## config.mk

```make
export PLATFORM = sky130hd
export DESIGN_NAME = zigzag_varint_codec_unit_flat
export DESIGN_NICKNAME = d
export VERILOG_FILES = /design/src/sv/zvc_pkg.sv /design/src/sv/zvc_if.sv /design/src/sv/zigzag_varint_codec_unit.sv /design/src/sv/zvc_encoder.sv /design/src/sv/zvc_decoder.sv /design/src/flat_wrapper.sv
export SDC_FILE = /design/constraint.sdc
export NUM_CORES = 1
export LEC_CHECK = 0
export ABC_AREA = 1
export BUFFER_PORTS_ARGS = -buffer_cell sky130_fd_sc_hd__buf_2
export CAP_MARGIN = 0
export CELL_PAD_IN_SITES_DETAIL_PLACEMENT = 1
export CELL_PAD_IN_SITES_GLOBAL_PLACEMENT = 1
export CORE_ASPECT_RATIO = 0.75
export CORE_MARGIN = 5
export CORE_UTILIZATION = 43
export CTS_CLUSTER_DIAMETER = 50
export CTS_CLUSTER_SIZE = 14
export DETAILED_ROUTE_END_ITERATION = 8
export PLACE_DENSITY_LB_ADDON = 0.1
export REMOVE_ABC_BUFFERS = 1
export SLEW_MARGIN = 20
export SYNTH_ARGS = -nofsm -noshare
export SYNTH_HDL_FRONTEND = slang
export SYNTH_SLANG_ARGS = --single-unit
```

## constraint.sdc

```tcl
create_clock -name clk -period 4.67 [get_ports clk]
set_input_delay 0.2335 -clock clk [delete_from_list [all_inputs] [get_ports clk]]
set_output_delay 0.2335 -clock clk [all_outputs]
set_load 0.02 [all_outputs]
```

## src/sv/zvc_pkg.sv

```systemverilog
// Shared types and constants for the zigzag varint codec.
`default_nettype none
package zvc_pkg;

  localparam int VALUE_W      = 64;
  localparam int NARROW_W     = 32;
  localparam int BYTE_W       = 8;
  localparam int GROUP_W      = 7;
  localparam int WIDE_BYTES   = 10;
  localparam int NARROW_BYTES = 5;
  localparam int COUNT_W      = 4;

  localparam logic REQ_ENCODE = 1'b0;
  localparam logic REQ_DECODE = 1'b1;

  localparam logic KIND_BYTE  = 1'b0;
  localparam logic KIND_VALUE = 1'b1;

  typedef struct packed {
    logic              last;
    logic [BYTE_W-1:0] data;
  } enc_digit_t;

  typedef struct packed {
    logic               done;
    logic [VALUE_W-1:0] value;
  } dec_result_t;

endpackage
`default_nettype wire

```

## src/sv/zvc_if.sv

```systemverilog
// Request and response channel interfaces of the zigzag varint codec.
`default_nettype none
interface zvc_req_if
  import zvc_pkg::*;
();
  logic               valid;
  logic               ready;
  logic               req_type;
  logic               is_wide;
  logic               is_signed;
  logic [VALUE_W-1:0] value;
  logic [BYTE_W-1:0]  in_byte;

  modport source (output valid, req_type, is_wide, is_signed, value, in_byte, input ready);
  modport sink   (input valid, req_type, is_wide, is_signed, value, in_byte, output ready);
endinterface

interface zvc_rsp_if
  import zvc_pkg::*;
();
  logic               valid;
  logic               ready;
  logic               kind;
  logic [BYTE_W-1:0]  out_byte;
  logic [VALUE_W-1:0] out_value;
  logic               last;

  modport source (output valid, kind, out_byte, out_value, last, input ready);
  modport sink   (input valid, kind, out_byte, out_value, last, output ready);
endinterface
`default_nettype wire

```

## src/sv/zigzag_varint_codec_unit.sv

```systemverilog
// Encode: transfer taken, then one byte a cycle into the output register while it is
// free; 1..5 bytes narrow or 1..10 wide, from 7-bit groups of the shift register.
// Decode: one byte transfer per cycle while no encode drains and the output is free;
// the value is in the output register the cycle after its final byte.
// Output register holds a result until taken. Reset (synchronous, active low) clears
// the decode accumulator and all valid state. Top level of the zigzag varint codec.
`default_nettype none
module zigzag_varint_codec_unit
  import zvc_pkg::*;
(
  input  wire logic  clk,
  input  wire logic  rst_n,
  zvc_req_if.sink    in_req,
  zvc_rsp_if.source  out_rsp
);

  logic               out_free, accept, enc_load, enc_adv, dec_step, enc_busy;
  enc_digit_t         digit;
  dec_result_t        dres;

  logic               out_valid_r, out_valid_nxt;
  logic               kind_r, kind_nxt;
  logic [BYTE_W-1:0]  byte_r, byte_nxt;
  logic [VALUE_W-1:0] value_r, value_nxt;
  logic               last_r, last_nxt;

  assign out_free     = !out_valid_r || out_rsp.ready;
  assign in_req.ready = !enc_busy && out_free;
  assign accept       = in_req.valid && in_req.ready;
  assign enc_load     = accept && (in_req.req_type == REQ_ENCODE);
  assign dec_step     = accept && (in_req.req_type == REQ_DECODE);
  assign enc_adv      = enc_busy && out_free;

  zvc_encoder u_enc (
    .clk       (clk),
    .rst_n     (rst_n),
    .load      (enc_load),
    .is_wide   (in_req.is_wide),
    .is_signed (in_req.is_signed),
    .value     (in_req.value),
    .advance   (enc_adv),
    .busy      (enc_busy),
    .digit     (digit)
  );

  zvc_decoder u_dec (
    .clk       (clk),
    .rst_n     (rst_n),
    .step      (dec_step),
    .is_wide   (in_req.is_wide),
    .is_signed (in_req.is_signed),
    .in_byte   (in_req.in_byte),
    .result    (dres)
  );

  always_comb begin
    out_valid_nxt = out_valid_r;
    kind_nxt      = kind_r;
    byte_nxt      = byte_r;
    value_nxt     = value_r;
    last_nxt      = last_r;
    if (out_free) begin
      out_valid_nxt = enc_adv || dres.done;
      if (enc_adv) begin
        kind_nxt  = KIND_BYTE;
        byte_nxt  = digit.data;
        value_nxt = '0;
        last_nxt  = digit.last;
      end else if (dres.done) begin
        kind_nxt  = KIND_VALUE;
        byte_nxt  = '0;
        value_nxt = dres.value;
        last_nxt  = 1'b0;
      end
    end
  end

  always_ff @(posedge clk) begin
    if (!rst_n) begin
      out_valid_r <= 1'b0;
    end else begin
      out_valid_r <= out_valid_nxt;
    end
  end

  always_ff @(posedge clk) begin
    kind_r  <= kind_nxt;
    byte_r  <= byte_nxt;
    value_r <= value_nxt;
    last_r  <= last_nxt;
  end

  assign out_rsp.valid     = out_valid_r;
  assign out_rsp.kind      = kind_r;
  assign out_rsp.out_byte  = byte_r;
  assign out_rsp.out_value = value_r;
  assign out_rsp.last      = last_r;

endmodule
`default_nettype wire

```

## src/sv/zvc_encoder.sv

```systemverilog
// Zigzag mapping and 7-bit digit serializer for encode transfers.
`default_nettype none
module zvc_encoder
  import zvc_pkg::*;
(
  input  wire logic               clk,
  input  wire logic               rst_n,
  input  wire logic               load,
  input  wire logic               is_wide,
  input  wire logic               is_signed,
  input  wire logic [VALUE_W-1:0] value,
  input  wire logic               advance,
  output      logic               busy,
  output      enc_digit_t         digit
);

  logic [VALUE_W-1:0] sr_r, sr_nxt;
  logic [COUNT_W-1:0] cnt_r, cnt_nxt;
  logic               busy_r, busy_nxt;
  logic [VALUE_W-1:0] mapped;
  logic               more;

  always_comb begin
    if (is_wide) begin
      mapped = is_signed ? ({value[VALUE_W-2:0], 1'b0} ^ {VALUE_W{value[VALUE_W-1]}}) : value;
    end else begin
      mapped = {{(VALUE_W-NARROW_W){1'b0}},
                is_signed ? ({value[NARROW_W-2:0], 1'b0} ^ {NARROW_W{value[NARROW_W-1]}})
                          : value[NARROW_W-1:0]};
    end
  end

  always_comb begin
    more       = (|sr_r[VALUE_W-1:GROUP_W]) && (cnt_r != COUNT_W'(WIDE_BYTES-1));
    digit.last = !more;
    digit.data = more ? {1'b1, sr_r[GROUP_W-1:0]} : sr_r[BYTE_W-1:0];
  end

  always_comb begin
    sr_nxt   = sr_r;
    cnt_nxt  = cnt_r;
    busy_nxt = busy_r;
    if (load) begin
      sr_nxt   = mapped;
      cnt_nxt  = '0;
      busy_nxt = 1'b1;
    end else if (advance && busy_r) begin
      if (more) begin
        sr_nxt  = {{GROUP_W{1'b0}}, sr_r[VALUE_W-1:GROUP_W]};
        cnt_nxt = cnt_r + COUNT_W'(1);
      end else begin
        busy_nxt = 1'b0;
      end
    end
  end

  always_ff @(posedge clk) begin
    if (!rst_n) begin
      busy_r <= 1'b0;
      cnt_r  <= '0;
    end else begin
      busy_r <= busy_nxt;
      cnt_r  <= cnt_nxt;
    end
  end

  always_ff @(posedge clk) begin
    sr_r <= sr_nxt;
  end

  assign busy = busy_r;

endmodule
`default_nettype wire

```

## src/sv/zvc_decoder.sv

```systemverilog
// Group accumulator and zigzag unmapping for decode transfers.
`default_nettype none
module zvc_decoder
  import zvc_pkg::*;
(
  input  wire logic              clk,
  input  wire logic              rst_n,
  input  wire logic              step,
  input  wire logic              is_wide,
  input  wire logic              is_signed,
  input  wire logic [BYTE_W-1:0] in_byte,
  output      dec_result_t       result
);

  localparam int EXT_W = GROUP_W * WIDE_BYTES;

  logic [VALUE_W-1:0] accum_r, accum_nxt;
  logic [COUNT_W-1:0] cnt_r, cnt_nxt;
  logic               held_wide_r, held_wide_nxt;
  logic               held_signed_r, held_signed_nxt;
  logic               first, wide, sgn;
  logic [EXT_W-1:0]   ext;
  logic [VALUE_W-1:0] gathered;
  logic [COUNT_W-1:0] cnt_inc, limit;
  logic               done;

  always_comb begin
    first = (cnt_r == '0);
    wide  = first ? is_wide : held_wide_r;
    sgn   = first ? is_signed : held_signed_r;
    ext   = {(EXT_W-VALUE_W)'(0), (first ? {VALUE_W{1'b0}} : accum_r)};
    for (int k = 0; k < WIDE_BYTES; k++) begin
      if (cnt_r == COUNT_W'(k)) begin
        ext[GROUP_W*k +: GROUP_W] = ext[GROUP_W*k +: GROUP_W] | in_byte[GROUP_W-1:0];
      end
    end
    gathered = ext[VALUE_W-1:0];
    if (!wide) begin
      gathered[VALUE_W-1:NARROW_W] = '0;
    end
    cnt_inc = cnt_r + COUNT_W'(1);
    limit   = wide ? COUNT_W'(WIDE_BYTES) : COUNT_W'(NARROW_BYTES);
    done    = !in_byte[BYTE_W-1] || (cnt_inc >= limit);
  end

  always_comb begin
    result.done = step && done;
    if (!sgn) begin
      result.value = gathered;
    end else if (wide) begin
      result.value = {1'b0, gathered[VALUE_W-1:1]} ^ {VALUE_W{gathered[0]}};
    end else begin
      result.value = {{(VALUE_W-NARROW_W){1'b0}},
                      {1'b0, gathered[NARROW_W-1:1]} ^ {NARROW_W{gathered[0]}}};
    end
  end

  always_comb begin
    accum_nxt       = accum_r;
    cnt_nxt         = cnt_r;
    held_wide_nxt   = held_wide_r;
    held_signed_nxt = held_signed_r;
    if (step) begin
      held_wide_nxt   = wide;
      held_signed_nxt = sgn;
      if (done) begin
        accum_nxt = '0;
        cnt_nxt   = '0;
      end else begin
        accum_nxt = gathered;
        cnt_nxt   = cnt_inc;
      end
    end
  end

  always_ff @(posedge clk) begin
    if (!rst_n) begin
      accum_r       <= '0;
      cnt_r         <= '0;
      held_wide_r   <= 1'b0;
      held_signed_r <= 1'b0;
    end else begin
      accum_r       <= accum_nxt;
      cnt_r         <= cnt_nxt;
      held_wide_r   <= held_wide_nxt;
      held_signed_r <= held_signed_nxt;
    end
  end

endmodule
`default_nettype wire

```

## src/flat_wrapper.sv

```systemverilog
// flat-port wrapper written by rule: the top's interface ports become plain ports
module zigzag_varint_codec_unit_flat import zvc_pkg::*;
  (clk, rst_n, in_req_valid, in_req_req_type, in_req_is_wide, in_req_is_signed, in_req_value, in_req_in_byte, in_req_ready, out_rsp_valid, out_rsp_kind, out_rsp_out_byte, out_rsp_out_value, out_rsp_last, out_rsp_ready);
  zvc_req_if in_req_i ();
  zvc_rsp_if out_rsp_i ();
  input  wire logic clk;
  input  wire logic rst_n;
  input wire logic [$bits(in_req_i.valid)-1:0] in_req_valid;
  input wire logic [$bits(in_req_i.req_type)-1:0] in_req_req_type;
  input wire logic [$bits(in_req_i.is_wide)-1:0] in_req_is_wide;
  input wire logic [$bits(in_req_i.is_signed)-1:0] in_req_is_signed;
  input wire logic [$bits(in_req_i.value)-1:0] in_req_value;
  input wire logic [$bits(in_req_i.in_byte)-1:0] in_req_in_byte;
  output wire logic [$bits(in_req_i.ready)-1:0] in_req_ready;
  output wire logic [$bits(out_rsp_i.valid)-1:0] out_rsp_valid;
  output wire logic [$bits(out_rsp_i.kind)-1:0] out_rsp_kind;
  output wire logic [$bits(out_rsp_i.out_byte)-1:0] out_rsp_out_byte;
  output wire logic [$bits(out_rsp_i.out_value)-1:0] out_rsp_out_value;
  output wire logic [$bits(out_rsp_i.last)-1:0] out_rsp_last;
  input wire logic [$bits(out_rsp_i.ready)-1:0] out_rsp_ready;
  assign in_req_i.valid = in_req_valid;
  assign in_req_i.req_type = in_req_req_type;
  assign in_req_i.is_wide = in_req_is_wide;
  assign in_req_i.is_signed = in_req_is_signed;
  assign in_req_i.value = in_req_value;
  assign in_req_i.in_byte = in_req_in_byte;
  assign in_req_ready = in_req_i.ready;
  assign out_rsp_valid = out_rsp_i.valid;
  assign out_rsp_kind = out_rsp_i.kind;
  assign out_rsp_out_byte = out_rsp_i.out_byte;
  assign out_rsp_out_value = out_rsp_i.out_value;
  assign out_rsp_last = out_rsp_i.last;
  assign out_rsp_i.ready = out_rsp_ready;
  zigzag_varint_codec_unit u_core (.clk(clk), .rst_n(rst_n), .in_req(in_req_i), .out_rsp(out_rsp_i));
endmodule
```

### Yosys cells after proc, flatten, opt, wreduce, memory -nomap -nowiden

Index checks and enable logic that the tools add are counted.

* register bits: 214
* word-level logic and storage cells: 102
* output and inout bits: 76

* bitwise gates (word level): 16
* reductions and logical operators: 25
* add/subtract/negate cells: 2
* muxes and demuxes: 35
* order comparisons: 1
* eq/ne operators: 11

Operators by type and width (number)
* 64-bit two-way mux: 10
* 32-bit two-way mux: 2
* 63-bit by 64-bit XOR with 64-bit output: 1
* 64-bit XOR: 1
* 7-bit two-way mux: 9
* 7-bit OR: 9
* 57-bit OR reduction: 1
* 31-bit by 32-bit XOR with 32-bit output: 1
* 32-bit XOR: 1
* 8-bit two-way mux: 3
* 4-bit by 3-bit == test with 1-bit output, second input constant: 4
* 1-bit two-way mux: 9
* 4-bit by 1-bit adder with 4-bit output, second input constant: 2
* 4-bit by 2-bit == test with 1-bit output, second input constant: 2
* 4-bit == test, second input constant: 2
* 1-bit logical AND: 8
* 4-bit two-way mux: 2
* 2-bit AND reduction: 4
* 2-bit nonzero test: 3
* 4-bit by 1-bit == test with 1-bit output, second input constant: 1
* 4-bit greater-or-equal comparator: 1
* 1-bit logical NOT: 4
* 4-bit logical NOT: 1
* 4-bit inequality test, second input constant: 1
* 5 further kinds: 8

### Depth between registers and ports, before layout

* word-level depth: 9
* mapped depth: 16
* mapped depth without buffers: 14

### By module

Synthesis repeated with hierarchy kept, for this count alone.

* cell total of the unflattened synthesis: 1678
* area total of the unflattened synthesis: 12552.0 um^2

Modules (own cells, without submodules)
* zvc_decoder: area an instance 5052.3 um^2, instances 1, cells each 872
* zvc_encoder: area an instance 4545.6 um^2, instances 1, cells each 562
* zigzag_varint_codec_unit: area an instance 2954.1 um^2, instances 1, cells each 244

### Least setup slack after synthesis

No wires, ideal clock.

* path kind: reg2reg
* from: register u_core.u_dec.cnt_r[0]
* to: register u_core.kind_r, in the netlist u_core.out_rsp.kind (enable)
* period minus slack after synthesis: 4.015 ns
* setup time: 0.756 ns
* cell stages (with the launch flop): 15
* path buffers: 1
* setup slack: 0.655 ns
* data required time: 3.914 ns
* data arrival time: 3.259 ns
* cells stage by stage: dfxtp_1 -> inv_1 -> ha_1 -> nand2_1 -> buf_6 -> nand2_1 -> o21ai_4 -> inv_2 -> ha_1 -> nor2_1 -> nand2_1 -> a21boi_2 -> nand2_1 -> nand2_2 -> nand2_1

* cells in the longest elaborated chain, start to end: 8
* elaborated cells between the ends (all ways): 9

Ends and longest elaborated chain
* start, declared: line zvc_decoder.sv:18 `logic [COUNT_W-1:0] cnt_r, cnt_nxt;`
* start signal, assigned: line zvc_decoder.sv:84 `cnt_r <= cnt_nxt;`
* parallel branches: the longest is 3 deep, another holds 4-bit by 1-bit adder with 4-bit output
* 4-bit greater-or-equal comparator *: line zvc_decoder.sv:43 `done = !in_byte[BYTE_W-1] || (cnt_inc >= limit);`
* 1-bit logical OR *: line zvc_decoder.sv:43
* 1-bit logical AND *: line zvc_decoder.sv:47 `result.done = step && done;`
* 2-bit nonzero test (no line) *
* 2-bit AND reduction (no line) *
* end signal, assigned: line zigzag_varint_codec_unit.sv:87 `kind_r <= kind_nxt;`
* end, declared: line zigzag_varint_codec_unit.sv:22 `logic kind_r, kind_nxt;`

Mark *: on every way between the ends.
A chain may end at the register's enable or synchronous reset.

### Worst setup path in the final report

* from: register u_core.u_dec.cnt_r[0]
* to: register u_core.value_r[6], in the netlist u_core.out_rsp.out_value[6] (data pin)

* cells in the longest elaborated chain, start to end: 8
* elaborated cells between the ends (all ways): 14

Ends and longest elaborated chain
* 4-bit logical NOT: line zvc_decoder.sv:28, zvc_decoder.sv:33
* 64-bit two-way mux: line zvc_decoder.sv:31 `ext = {(EXT_W-VALUE_W)'(0), (first ? {VALUE_W{1'b0}} : accum_r)};`
* 7-bit OR: line zvc_decoder.sv:34 `ext[GROUP_W*k +: GROUP_W] = ext[GROUP_W*k +: GROUP_W] | in_byte[GROUP_W-1:0];`
* 7-bit two-way mux: line zvc_decoder.sv:33 `if (cnt_r == COUNT_W'(k)) begin`
* 31-bit by 32-bit XOR with 32-bit output or 63-bit by 64-bit XOR with 64-bit output (tied branches): line zvc_decoder.sv:54, zvc_decoder.sv:51
* 64-bit two-way mux: line zvc_decoder.sv:50 `end else if (wide) begin`
* 64-bit two-way mux *: line zvc_decoder.sv:48 `if (!sgn) begin`
* 64-bit two-way mux *: line zigzag_varint_codec_unit.sv:69 `end else if (dres.done) begin`
* end signal, assigned: line zigzag_varint_codec_unit.sv:89 `value_r <= value_nxt;`
* end, declared: line zigzag_varint_codec_unit.sv:24 `logic [VALUE_W-1:0] value_r, value_nxt;`

Mark *: on every way between the ends. The rest lies on a longest branch, timed or not. The select of a mux whose other input is x is not followed.

==> reports/summary.md <==
Clock tree synthesis found a total of 214 sinks. The run gives 0 as the final count of hold timing violations. The worst setup path is launched from a flip-flop. For met3 alone, demand over resource in global routing was 3.68%.

The number of cells on the worst reg-to-reg path is 10. The run gives 3381 as the total of fill cells in the finished design. The worst setup path is captured at a flip-flop.

The count of inserted antenna diode cells is 0. The number of DRC violations after detailed routing is 0. The H-tree depth reported by CTS came out at 1. Initial antenna violation count: 1. For the via count of the routed design, the log shows 10800. Compared with the post-synthesis result, the final layout area differs by 14.8%. TritonCTS built the clock tree. The synthesized design spends more area on one cell type than any other, namely sky130_fd_sc_hd__edfxtp_1. The via count of the first global-routing pass is 10900.

The detailed-router iteration count before antenna repair is 5, and the worst-case setup slack after placement is 1360 ps. Maximum number of buffers from clock root to sink: 3. Clock-pin slew was measured on the worst setup and hold paths at 70 ps. The setup-violating endpoint count in the final report is 0, and the vias per cell is 5.40.

CTS placed an instance of sky130_fd_sc_hd__clkbuf_16 at the clock tree root. In this run the horizontal extent of the chip is 203 um. At the pin with the least slew margin, the transition time is 997 ps.

The finished cells cover 13700 um2. The switching share of power came out at 32.5%. The worst register-to-register path begins at u_core.u_dec.cnt_r[0]. Leaving out fill and tap cells, the most frequent cells in the layout are 421 x sky130_fd_sc_hd__nand2_1, 228 x sky130_fd_sc_hd__o21ai_0, 154 x sky130_fd_sc_hd__buf_2. Leaving out fill and tap cells, the most frequent cell in the layout is sky130_fd_sc_hd__nand2_1.

Across the VDD grid, the largest voltage drop is 228 uV. The worst setup path is of the flip-flop to flip-flop kind. Of the total synthesized cell area, the portion taken by AND, OR, NAND and NOR gates is 21.2%. Static leakage: 0.00567 uW.

The peak per-stage delay on the critical path came out at 760 ps. For the count of hold-fix buffers inserted at cts, the log shows 0. The startpoint identified for the worst hold timing path is in_req_value[13].

Final hold analysis gives a worst-case slack of 39.0 ps. Summing the areas of all compound-gate instances in the mapped netlist gives 16.9% of the synthesized area. The routed design could run at a clock period as short as 3340 ps. Post-CTS repair changed the size of 0 cells.

The run gives 3620 ps as the data arrival at the endpoint of the critical path. After layout, the worst path uses 71.6% of the clock period. In the final routed layout, each cell accounts on average for 17.7 um. XOR/XNOR share of the synthesized area: 5.20%.

Adding up every negative setup slack in the final design gives 0 ps. Setup repair after global routing left no endpoint under its margin. The CTS buffer count was 26. For this design the ratio of total power to cell area is 416 nW/um2. Together, buffers and inverters on the worst path number 4. The final count of pins violating max slew is 0, and the largest driver fanout on the critical path is 64.

The number of buffer cells added on primary ports is 154, and the met2 layer usage reported by global route is 37.6%. The logs give 33.4% for the worst slew margin relative to its limit and 0 for the number of max-capacitance violations reported. Synthesis produced 1540 cells. The run finished with clean final reports. The total cell area at the placement stage was 12900 um2; the clock share of power was 35.6%. The mux share of post-synthesis cell area is 0.335%. The fraction of post-synthesis cell area in the top cell type by area is 34.7%. By area the synthesized netlist is led by sky130_fd_sc_hd__edfxtp_1 35%, sky130_fd_sc_hd__nand2_1 13%, sky130_fd_sc_hd__dfxtp_1 13%. The boundary pin count is 155.

By area, the combinational part of the netlist is dominated by simple AND/OR/NAND/NOR gates. The number of buffers added for setup after CTS was 0; the internal portion of total power was 3850 uW. The average cell area after synthesis works out to 7.76 um2. Measured along the y axis, the die boundary spans 154 um. The number of warnings printed during yosys synthesis was 0; the portion of the post-synthesis area used by sequential elements was 47.4%. For met1 alone, demand over resource in global routing was 30.4%.

The net count of the finished layout is 1722. Clock skew on the completed layout was measured at 17.4 ps. Registers are responsible for 41.2% of the overall power.

The first global-routing pass estimated 57600 um of wire. The post-route netlist has 14.7% of its cells at a drive strength greater than 1. The family with the most delay on the worst path was buffers and inverters. Synthesis inferred 214 register bits. The DRC violation total after the first TritonRoute iteration was 636. The logs give 1330 ps for the worst setup margin and 126 for the pin count of the biggest net entering global routing.

The total overflow left after global routing is 0. The wire-length estimate of the detail-placed layout is 22400 um. The logs give 22.1% for the total routing resource utilization after global routing and 31300 um2 for the overall die area. In this run the power spent charging and discharging nets is 1860 uW.

Derived from the worst setup path, the maximum achievable clock frequency is 0.299 GHz. The initial utilization of the core area, before any placement, comes to 43.9%. At the worst endpoint, the required time is 4940 ps.

The busiest metal layer after global routing was met2. The floorplan has 52 rows. Combinational cells account for 23.1% of the total power. The cell area that synthesis handed to floorplanning was 12000 um2.

After detailed routing, the total wire length is 35500 um. In this run the register-to-register setup slack is 1330 ps. Along the worst hold path, the cell count comes to 3. The worst-path cell with the longest stage delay was sky130_fd_sc_hd__buf_4. The path with the worst hold slack has its endpoint at u_core.u_enc.sr_r[13]. The clock reaches the later pin of the worst-skew pair after 530 ps. After synthesis, the netlist uses 33 different library cells.

Worst min-delay path class: input port to flip-flop. Traced cell by cell, the critical path runs through inv_1, ha_1, nand2_2, buf_4, nand2_1, o21ai_4, buf_4, xnor2_1, o21ai_0, inv_1. The post-detailed-route count of antenna-violating nets came out at 0. Counting buffers and inverters, the worst setup path is 10 cells deep. The synthesized-area fraction occupied by adder cells is 0.733%, and the placeable core region is 27200 um2.

The run gives 0.794 as the routability congestion estimate. The worst register-to-register path ends at u_core.out_rsp.out_value[6].
-- sequential cells by signal, summed over array words and instances, names as in the netlist --
| name | flops |
|---|---|
| u_core.out_rsp.valid | 1 |
| u_core.out_rsp.last | 1 |
| u_core.u_enc.sr_r | 64 |
| u_core.u_dec.held_signed_r | 1 |
| u_core.u_dec.held_wide_r | 1 |
| u_core.u_enc.busy | 1 |
| u_core.u_dec.accum_r | 64 |
| u_core.out_rsp.kind | 1 |
| u_core.u_enc.cnt_r | 4 |
| u_core.u_dec.cnt_r | 4 |
| u_core.out_rsp.out_byte | 8 |
| u_core.out_rsp.out_value | 64 |
-- per-layer routing --
layer | wire (um) | vias to the layer above
li1 | - | 5279
met1 | 16600 | 5302
met2 | 16700 | 216
met3 | 1730 | 39
met4 | 489 | 2
met5 | 20 | -
-- cell usage after synthesis --
cell type / count
sky130_fd_sc_hd__buf_6: 7
sky130_fd_sc_hd__o2bb2ai_1: 1
sky130_fd_sc_hd__or2_2: 1
sky130_fd_sc_hd__nand3_1: 11
sky130_fd_sc_hd__a21boi_2: 1
sky130_fd_sc_hd__a21oi_2: 1
sky130_fd_sc_hd__nand2_4: 1
sky130_fd_sc_hd__o21ai_0: 229
sky130_fd_sc_hd__clkbuf_1: 55
sky130_fd_sc_hd__mux2i_1: 4
sky130_fd_sc_hd__nand2_1: 424
sky130_fd_sc_hd__o21ai_2: 2
sky130_fd_sc_hd__o22ai_1: 26
sky130_fd_sc_hd__xnor2_1: 56
sky130_fd_sc_hd__nor3_1: 1
sky130_fd_sc_hd__xor2_1: 15
sky130_fd_sc_hd__nor2_1: 142
sky130_fd_sc_hd__dfxtp_1: 76
sky130_fd_sc_hd__inv_2: 3
sky130_fd_sc_hd__edfxtp_1: 138
sky130_fd_sc_hd__nand4_1: 33
sky130_fd_sc_hd__inv_1: 122
sky130_fd_sc_hd__o21ai_4: 1
sky130_fd_sc_hd__a21oi_1: 112
sky130_fd_sc_hd__nand2_2: 1
sky130_fd_sc_hd__buf_4: 6
sky130_fd_sc_hd__buf_1: 11
sky130_fd_sc_hd__o21ai_1: 8
sky130_fd_sc_hd__buf_2: 25
sky130_fd_sc_hd__o211ai_1: 7
sky130_fd_sc_hd__ha_1: 7
sky130_fd_sc_hd__nor2_4: 11
sky130_fd_sc_hd__clkinv_1: 2
-- cell type report --
cell class              count  area, um2  area share (%)
flip-flops and latches    214       5670            41.3
multi-input cells        1095       5360            39.1
repair buffers            172        922            6.72
clock buffers              31        691            5.04
inverters                 127        477            3.48
well taps                 351        439            3.20
clock inverters            17        163            1.19
-- power groups by stage --
| stage | Sequential, uW | Combinational (uW) | Clock (uW) |
|---|---|---|---|
| 4_1_cts | 2360 | 1330 | 2080 |
| 3_3_place_gp | 2390 | 1280 | 0 |
| 5_1_grt | 2370 | 1470 | 2160 |
| 2_1_floorplan | 2480 | 779 | 0 |
| 3_5_place_dp | 2390 | 1320 | 0 |
| 6_report | 2360 | 1320 | 2040 |
-- worst min-delay path, stage by stage --
cell,delay (ps)
sky130_fd_sc_hd__buf_2,90
sky130_fd_sc_hd__o211ai_1,70
sky130_fd_sc_hd__nand2_1,60
-- how the worst max path moves through the flow --
| stage | startpoint | to | slack, ps |
|---|---|---|---|
| CTS | u_core.u_dec.cnt_r[0] | u_core.out_rsp.out_value[6] | 1320 |
| detailed placement | u_core.u_dec.cnt_r[0] | u_core.out_rsp.out_value[1] | 1360 |
| floorplan | u_core.u_dec.cnt_r[0] | u_core.out_rsp.out_value[1] | -3270 |
| global placement | u_core.u_dec.cnt_r[0] | u_core.out_rsp.out_value[1] | 1490 |
| finish | u_core.u_dec.cnt_r[0] | u_core.out_rsp.out_value[6] | 1330 |
| global route | u_core.u_dec.cnt_r[0] | u_core.out_rsp.out_value[26] | 1030 |
-- through the flow --
stage | instances | utilization [%] | power (uW)
floorplan | 1436 | - | 3260
finish | 2007 | 50.4 | 5710
global placement | 1959 | 47.3 | 3670
detailed placement | 1959 | 47.3 | 3710
global route | 2007 | 50.4 | 6000
CTS | 2007 | 50.4 | 5770
-- cell families (layout without fill, tap and decap cells) --
logic type / count (synthesis) / in the layout
fa+ha+maj: 7 / 7
simple gates: 625 / 625
mux: 4 / 4
compound gates: 388 / 388
xor+xnor: 71 / 71
buf+inv: 231 / 347
flops: 214 / 214
(Power assumes the default switching activity.)
